**config.mk**
```make
export PLATFORM = sky130hd
export DESIGN_NAME = rational_arithmetic_unit
export DESIGN_NICKNAME = d
export VERILOG_FILES = /design/src/rtl/rau_pkg.sv /design/src/rtl/rational_arithmetic_unit.sv
export SDC_FILE = /design/constraint.sdc
export NUM_CORES = 2
export LEC_CHECK = 0
export BUFFER_PORTS_ARGS = -buffer_cell sky130_fd_sc_hd__buf_2
export CAP_MARGIN = 20
export CORE_MARGIN = 5
export CORE_UTILIZATION = 55
export DETAILED_ROUTE_END_ITERATION = 8
export GPL_ROUTABILITY_DRIVEN = 0
export GPL_TIMING_DRIVEN = 0
export PLACE_DENSITY = 0.72
export REMOVE_ABC_BUFFERS = 1
export SYNTH_ARGS = -nofsm -noshare
export SYNTH_HDL_FRONTEND = slang
export SYNTH_SLANG_ARGS = --single-unit
export TNS_END_PERCENT = 100
```
**constraint.sdc**
```tcl
create_clock -name clk_i -period 9.75 [get_ports clk_i]
set_input_delay 2.4375 -clock clk_i [delete_from_list [all_inputs] [get_ports clk_i]]
set_output_delay 2.4375 -clock clk_i [all_outputs]
set_load 0.02 [all_outputs]
```
**src/rtl/rau_pkg.sv**
```systemverilog
package rau_pkg;

  localparam int unsigned OperandBitsDef = 16;
  localparam int unsigned ResNumBits     = 32;
  localparam int unsigned ResDenBits     = 31;

  typedef enum logic [3:0] {
    OP_ADD = 4'd0,
    OP_SUB = 4'd1,
    OP_MUL = 4'd2,
    OP_DIV = 4'd3,
    OP_GT  = 4'd4,
    OP_LT  = 4'd5,
    OP_GE  = 4'd6,
    OP_LE  = 4'd7,
    OP_EQ  = 4'd8,
    OP_NE  = 4'd9
  } rau_op_e;

  typedef struct packed {
    logic [3:0]                opcode;
    logic [OperandBitsDef-1:0] num_a;
    logic [OperandBitsDef-2:0] den_a;
    logic [OperandBitsDef-1:0] num_b;
    logic [OperandBitsDef-2:0] den_b;
  } rau_req_t;

  typedef struct packed {
    logic [ResNumBits-1:0] res_num;
    logic [ResDenBits-1:0] res_den;
    logic                  cmp_true;
    logic                  div_zero;
  } rau_res_t;

endpackage

```
**src/rtl/rational_arithmetic_unit.sv**
```systemverilog
// Sequence: every request runs four multiplies on one shared multiplier, then a prepare step;
// compares, zero results and divide by zero then go straight to the output step. Otherwise
// binary gcd steps follow, one subtract-and-shift step per cycle, then two restoring divides
// (numerator, then denominator, by the gcd) before the output step.
// Throughput: one transaction at a time; busy is high from accept until done_o rises.
// Reset: asynchronous, active low; the sequencer returns to idle, no result pending.
// The receiver cannot stall: the result is valid for the single cycle of done_o.
module rational_arithmetic_unit
  import rau_pkg::*;
(
  input  logic                      clk_i,
  input  logic                      rst_ni,
  input  logic                      start,
  output logic                      busy,
  input  rau_req_t                  req_i,
  output logic                      done_o,
  output rau_res_t                  res_o
);

  localparam int unsigned NB  = OperandBitsDef;
  localparam int unsigned PB  = 2 * NB;          // product width (signed)
  localparam int unsigned MB  = 2 * NB + 1;      // magnitude width of sum
  localparam int unsigned CB  = $clog2(MB + 1);

  localparam logic [2:0] S_IDLE = 3'd0;
  localparam logic [2:0] S_MUL  = 3'd1;
  localparam logic [2:0] S_PREP = 3'd2;
  localparam logic [2:0] S_GCD  = 3'd3;
  localparam logic [2:0] S_DIVN = 3'd4;
  localparam logic [2:0] S_DIVD = 3'd5;
  localparam logic [2:0] S_OUT  = 3'd6;

  logic [2:0] state_q, state_d;

  logic [3:0]                 op_q;
  logic signed [NB-1:0]       a_q, b_q;
  logic [NB-2:0]              da_q, db_q;
  logic [1:0]                 mcnt_q;
  logic signed [PB-1:0]       lhs_q, rhs_q, dd_q, ab_q;
  logic                       neg_q;
  logic [MB-1:0]              mag_q, den_q, gx_q, gy_q, g_q;
  logic [CB-1:0]              sh_q;
  logic [MB-1:0]              rem_q, quo_q, dvd_q;
  logic [CB-1:0]              bcnt_q;
  logic [MB-1:0]              qn_q;
  rau_res_t                   res_q;
  logic                       done_q;

  // single shared multiplier
  logic signed [NB:0]   mx, my;
  logic signed [PB+1:0] mp;
  logic [NB-2:0]        da_f, db_f;

  always_comb begin
    da_f = (da_q == '0) ? {{(NB-2){1'b0}}, 1'b1} : da_q;
    db_f = (db_q == '0) ? {{(NB-2){1'b0}}, 1'b1} : db_q;
    case (mcnt_q)
      2'd0:    begin mx = (NB+1)'(a_q);  my = $signed({2'b00, db_f}); end
      2'd1:    begin mx = (NB+1)'(b_q);  my = $signed({2'b00, da_f}); end
      2'd2:    begin mx = (NB+1)'(a_q);  my = (NB+1)'(b_q); end
      default: begin mx = $signed({2'b00, da_f}); my = $signed({2'b00, db_f}); end
    endcase
  end
  assign mp = mx * my;

  logic signed [MB:0] nsel;
  logic [MB-1:0]      dsel;
  always_comb begin
    nsel = '0;
    dsel = MB'(dd_q);
    case (op_q)
      OP_ADD: nsel = (MB+1)'(lhs_q) + (MB+1)'(rhs_q);
      OP_SUB: nsel = (MB+1)'(lhs_q) - (MB+1)'(rhs_q);
      OP_MUL: nsel = (MB+1)'(ab_q);
      default: begin
        nsel = (b_q < 0) ? -(MB+1)'(lhs_q) : (MB+1)'(lhs_q);
        dsel = MB'(rhs_q < 0 ? -rhs_q : rhs_q);
      end
    endcase
  end

  logic [MB-1:0] gsub;
  assign gsub = (gx_q > gy_q) ? gx_q - gy_q : gy_q - gx_q;

  logic [MB:0] rtry;
  assign rtry = {rem_q, dvd_q[MB-1]} - {1'b0, g_q};

  logic cmp_c;
  always_comb begin
    case (op_q)
      OP_GT:   cmp_c = lhs_q >  rhs_q;
      OP_LT:   cmp_c = lhs_q <  rhs_q;
      OP_GE:   cmp_c = lhs_q >= rhs_q;
      OP_LE:   cmp_c = lhs_q <= rhs_q;
      OP_EQ:   cmp_c = lhs_q == rhs_q;
      OP_NE:   cmp_c = lhs_q != rhs_q;
      default: cmp_c = 1'b0;
    endcase
  end

  assign busy = (state_q != S_IDLE);

  always_comb begin
    state_d = state_q;
    case (state_q)
      S_IDLE: if (start) state_d = S_MUL;
      S_MUL:  if (mcnt_q == 2'd3) state_d = S_PREP;
      S_PREP: state_d = (op_q inside {OP_ADD, OP_SUB, OP_MUL, OP_DIV}) &&
                        !(op_q == OP_DIV && b_q == 0) && nsel != 0 ? S_GCD : S_OUT;
      S_GCD:  if (gx_q == gy_q) state_d = S_DIVN;
      S_DIVN: if (bcnt_q == CB'(MB)) state_d = S_DIVD;
      S_DIVD: if (bcnt_q == CB'(MB)) state_d = S_OUT;
      S_OUT:  state_d = S_IDLE;
      default: state_d = S_IDLE;
    endcase
  end

  always_ff @(posedge clk_i or negedge rst_ni) begin
    if (!rst_ni) begin
      state_q <= S_IDLE;
      done_q  <= 1'b0;
    end else begin
      state_q <= state_d;
      done_q  <= (state_q == S_OUT);
    end
  end

  always_ff @(posedge clk_i) begin
    case (state_q)
      S_IDLE: begin
        op_q <= req_i.opcode; a_q <= req_i.num_a; b_q <= req_i.num_b;
        da_q <= req_i.den_a;  db_q <= req_i.den_b; mcnt_q <= 2'd0;
      end
      S_MUL: begin
        case (mcnt_q)
          2'd0:    lhs_q <= PB'(mp);
          2'd1:    rhs_q <= PB'(mp);
          2'd2:    ab_q  <= PB'(mp);
          default: dd_q  <= PB'(mp);
        endcase
        mcnt_q <= mcnt_q + 2'd1;
      end
      S_PREP: begin
        neg_q <= nsel < 0;
        mag_q <= MB'(nsel < 0 ? -nsel : nsel);
        den_q <= dsel;
        gx_q  <= MB'(nsel < 0 ? -nsel : nsel);
        gy_q  <= dsel;
        sh_q  <= '0;
      end
      S_GCD: begin
        // binary gcd: strip common twos, then halve evens or subtract-and-halve odds
        if (gx_q == gy_q) begin
          g_q <= gx_q << sh_q; rem_q <= '0; dvd_q <= mag_q; bcnt_q <= '0;
        end else if (!gx_q[0] && !gy_q[0]) begin
          gx_q <= gx_q >> 1; gy_q <= gy_q >> 1; sh_q <= sh_q + CB'(1);
        end else if (!gx_q[0]) begin
          gx_q <= gx_q >> 1;
        end else if (!gy_q[0]) begin
          gy_q <= gy_q >> 1;
        end else if (gx_q > gy_q) begin
          gx_q <= gsub >> 1;
        end else begin
          gy_q <= gsub >> 1;
        end
      end
      S_DIVN, S_DIVD: begin
        if (rtry[MB]) rem_q <= {rem_q[MB-2:0], dvd_q[MB-1]};
        else          rem_q <= rtry[MB-1:0];
        dvd_q <= {dvd_q[MB-2:0], ~rtry[MB]};
        bcnt_q <= bcnt_q + CB'(1);
        if (bcnt_q == CB'(MB)) begin
          if (state_q == S_DIVN) begin
            qn_q <= dvd_q; rem_q <= '0; dvd_q <= den_q; bcnt_q <= '0;
          end else quo_q <= dvd_q;
        end
      end
      default: ;
    endcase
    if (state_q == S_OUT) begin
      res_q.cmp_true <= cmp_c;
      res_q.div_zero <= (op_q == OP_DIV) && (b_q == 0);
      if ((op_q inside {OP_ADD, OP_SUB, OP_MUL, OP_DIV}) && !(op_q == OP_DIV && b_q == 0)
          && mag_q != 0) begin
        res_q.res_num <= ResNumBits'(neg_q ? -qn_q : qn_q);
        res_q.res_den <= ResDenBits'(quo_q);
      end else begin
        res_q.res_num <= '0;
        res_q.res_den <= ResDenBits'(1);
      end
    end
  end

  assign done_o = done_q;
  assign res_o  = res_q;

endmodule

```
==> results.json <==
{
  "outcome": "completed",
  "drc_errors": 0,
  "rows": 106,
  "hold_viol": 0,
  "hold_buffers": 0,
  "max_clock_freq_mhz": 108,
  "overflow": 0,
  "peakVddDrop_mv": 0.156,
  "slowest_delay_ns": 0.90,
  "nFillCells": 6865,
  "worst_pin_slew_ns": 1.28,
  "dp_hpwl_um": 98900,
  "placed_cell_area_sq_um": 48700,
  "area_growth_pct": 9.45,
  "clock-root-buffer": "clkbuf_16",
  "fin_crit_ns": 9.23,
  "grt_util_all_layers_pct": 27.6,
  "met3_usage_pct": 5.21,
  "use_met2_pct": 42.6,
  "drtIter0Drc": 3955,
  "drive_above_1_share_pct": 8.05,
  "power.density_nw_per_um2": 99.4,
  "antenna_found_initial": 2,
  "setup_violations": 0,
  "viasPerCell": 6.02,
  "cp_max_fo": 25,
  "grt_busiest_layer": "met2",
  "rsz0062_at_grt": "no",
  "async_reset_ff_share_pct": 0.699,
  "power_mw": 5.05,
  "synth_cell_types": 99,
  "dr.pass1.iters": 7,
  "slew_violations": 0,
  "yosys-top-cells-area": "edfxtp_1, fa_1, ha_1, inv_1, nor2_1",
  "p_leak_nw": 20.8,
  "grt_pass1_wl_um": 197000,
  "crit_required_ns": 10.20,
  "synth_warnings": 0,
  "synth_top_cell_area_share_pct": 36.7,
  "worstPathArrival_ns": 9.68,
  "synth_flop_cell": "edfxtp_1",
  "initial_utilization_pct": 55.5,
  "die-area_sq_um": 90300,
  "yosys_register_bits": 572,
  "cts_buffers": 61,
  "cts_tree": "yes",
  "post-route-util_pct": 60.7,
  "wl_per_cell_um": 20.8,
  "finClkSkew_ns": 0.0774,
  "relSlewSlack_pct": 13.8,
  "grt_pass1_vias": 34800,
  "avgSynthCellArea_sq_um": 9.60,
  "path_clk_slew_ns": 0.07,
  "r2r_slack_ns": 0.52,
  "wirelength_um": 126000,
  "insertion_delay_ns": 0.71,
  "io_pins": 136,
  "design_area_sq_um": 50800,
  "grt_max_degree": 88,
  "drtAntennaViolNets": 0,
  "start_kind": "flop",
  "numPortBuffers": 135,
  "synth_edf_count": 568,
  "tns_ns": 0,
  "clock_path_buffers": 3,
  "synth.largest_area_cell": "edfxtp_1",
  "stdcell_count": 6044,
  "grtUsageMet1_pct": 37.5,
  "synth_cells": 4835,
  "cp-end-kind": "flop",
  "cpMostUsedCell": "fa_1",
  "die-height_um": 301,
  "htreeDepth": 2,
  "yosysSeqAreaShare_pct": 37.0,
  "critical_path_class": "flop to flop",
  "cts.sinks": 572,
  "crit_slowest_cell": "ha_1",
  "dp_cells": 5920,
  "die_x_um": 301,
  "core_area_sq_um": 83700,
  "cap_violations": 0,
  "worstHoldPathType": "flop to flop",
  "syn_area_sq_um": 46400,
  "vias": 36400,
  "cts_setup_buffers": 0,
  "final_net_count": 5461,
  "finalCritPeriodShare_pct": 94.7
}
-- worst max-delay path, delay by kind of cell, from the launching register on --
kind                     cells  cell delay, ns
flip-flops                   1            0.42
adder cells (fa/ha/maj)      8            4.26
XOR/XNOR                     1            0.28
AND/OR/NAND/NOR              6            1.18
buffers and inverters        7            1.23
AO/OA/AOI/OAI                8            1.65
-- registers in the layout, indices dropped and copies added, names as in the netlist, 15 cells and up --
signal  flops
res_o      65
den_q      33
dvd_q      33
g_q        33
gx_q       33
gy_q       33
mag_q      33
rem_q      33
ab_q       32
dd_q       32
lhs_q      32
qn_q       32
rhs_q      32
quo_q      31
a_q        16
b_q        16
da_q       15
db_q       15
-- stage by stage --
| step | setup WS (ns) | hold WS (ns) |
|---|---|---|
| floorplan | 0.789 | 0.426 |
| CTS | 0.195 | 0.482 |
| detailed placement | 0.142 | 0.458 |
| finish | 0.519 | 0.483 |
| global placement | -2.56 | 0.433 |
| global route | 0.0136 | 0.502 |
-- cell usage in the layout, fill, tap and decap left out, drive strengths merged, types with 37 or more instances in the layout --
cell type  netlist  final
a22oi           39     39
fa             280    280
clkbuf         211     77
and2            52     52
nand3           66     66
nand2          474    474
nor2           520    520
a21oi          255    255
a31oi           40     40
xor2            99     99
xnor2          160    160
and3            37     37
o21ai          279    279
a21o            81     81
nand2b          50     50
nor3            67     67
inv            575    577
ha             258    258
o21a            41     41
buf             31    196
a221oi          38     38
o31ai           42     42
edfxtp         568    568
mux2i           89     89
-- layer usage --
metal,vias to the layer above,wire length [um]
met5,-,0
met4,0,7900
met3,381,12100
met2,1849,55500
met1,17300,50500
li1,16800,-
-- where the power goes --
group          total (mW)  switching [mW]  leakage, nW  internal (mW)
clock                2.37           0.997        0.985           1.38
sequential           2.67               0         5.21           2.67
combinational      0.0141         0.00469         14.6        0.00939
total                5.05            1.00         20.8           4.05
-- cell families after synthesis --
logic type,synth area share [%]
AND/OR/NAND/NOR,14.6
AO/OA/AOI/OAI,14.9
buffers and inverters,6.66
flip-flops,37.0
adder cells (fa/ha/maj),19.0
XOR/XNOR,4.90
multiplexers,2.99
-- cells in the mapped netlist, types with 41 or more instances --
cell type  instances
clkbuf_1         211
xor2_1            99
o21ai_0          259
nor3_1            65
mux2i_1           89
fa_1             280
xnor2_1          159
o21a_1            41
ha_1             258
a21oi_1          253
inv_1            573
a21o_1            81
and2_1            51
nor2_1           520
nand3_1           65
edfxtp_1         568
nand2_1          474
o31ai_1           42
nand2b_1          50
-- area by class of cell --
| cell class | instances | area (sq um) | area share (%) |
|---|---|---|---|
| clock inverter | 40 | 492 | 0.968 |
| clock buffer | 76 | 1580 | 3.12 |
| inverter | 579 | 2170 | 4.28 |
| tap | 1134 | 1420 | 2.79 |
| timing repair buffer | 198 | 1660 | 3.27 |
| multi-input combinational | 3442 | 26300 | 51.8 |
| sequential | 572 | 17200 | 33.8 |
| antenna | 3 | 7.51 | 0.0148 |
-- path summary, 6_finish.rpt --
kind | start | end | cells past startpoint
min in group asynchronous | rst_ni | state_q[0] | 1
hold / removal | dvd_q[17] | quo_q[17] | 0
setup reg to reg | mcnt_q[0] | rhs_q[30] | 30
hold reg to reg | dvd_q[17] | quo_q[17] | 0
setup / recovery | mcnt_q[0] | rhs_q[30] | 30
max in group asynchronous | rst_ni | done_o | 1
-- what timing repair did --
action / CTS / global route
gates resized for setup: 0 / 1
setup endpoints to repair: 0 / 4
hold endpoints to repair: 0 / 0
Power figures use the tool's default switching activity.
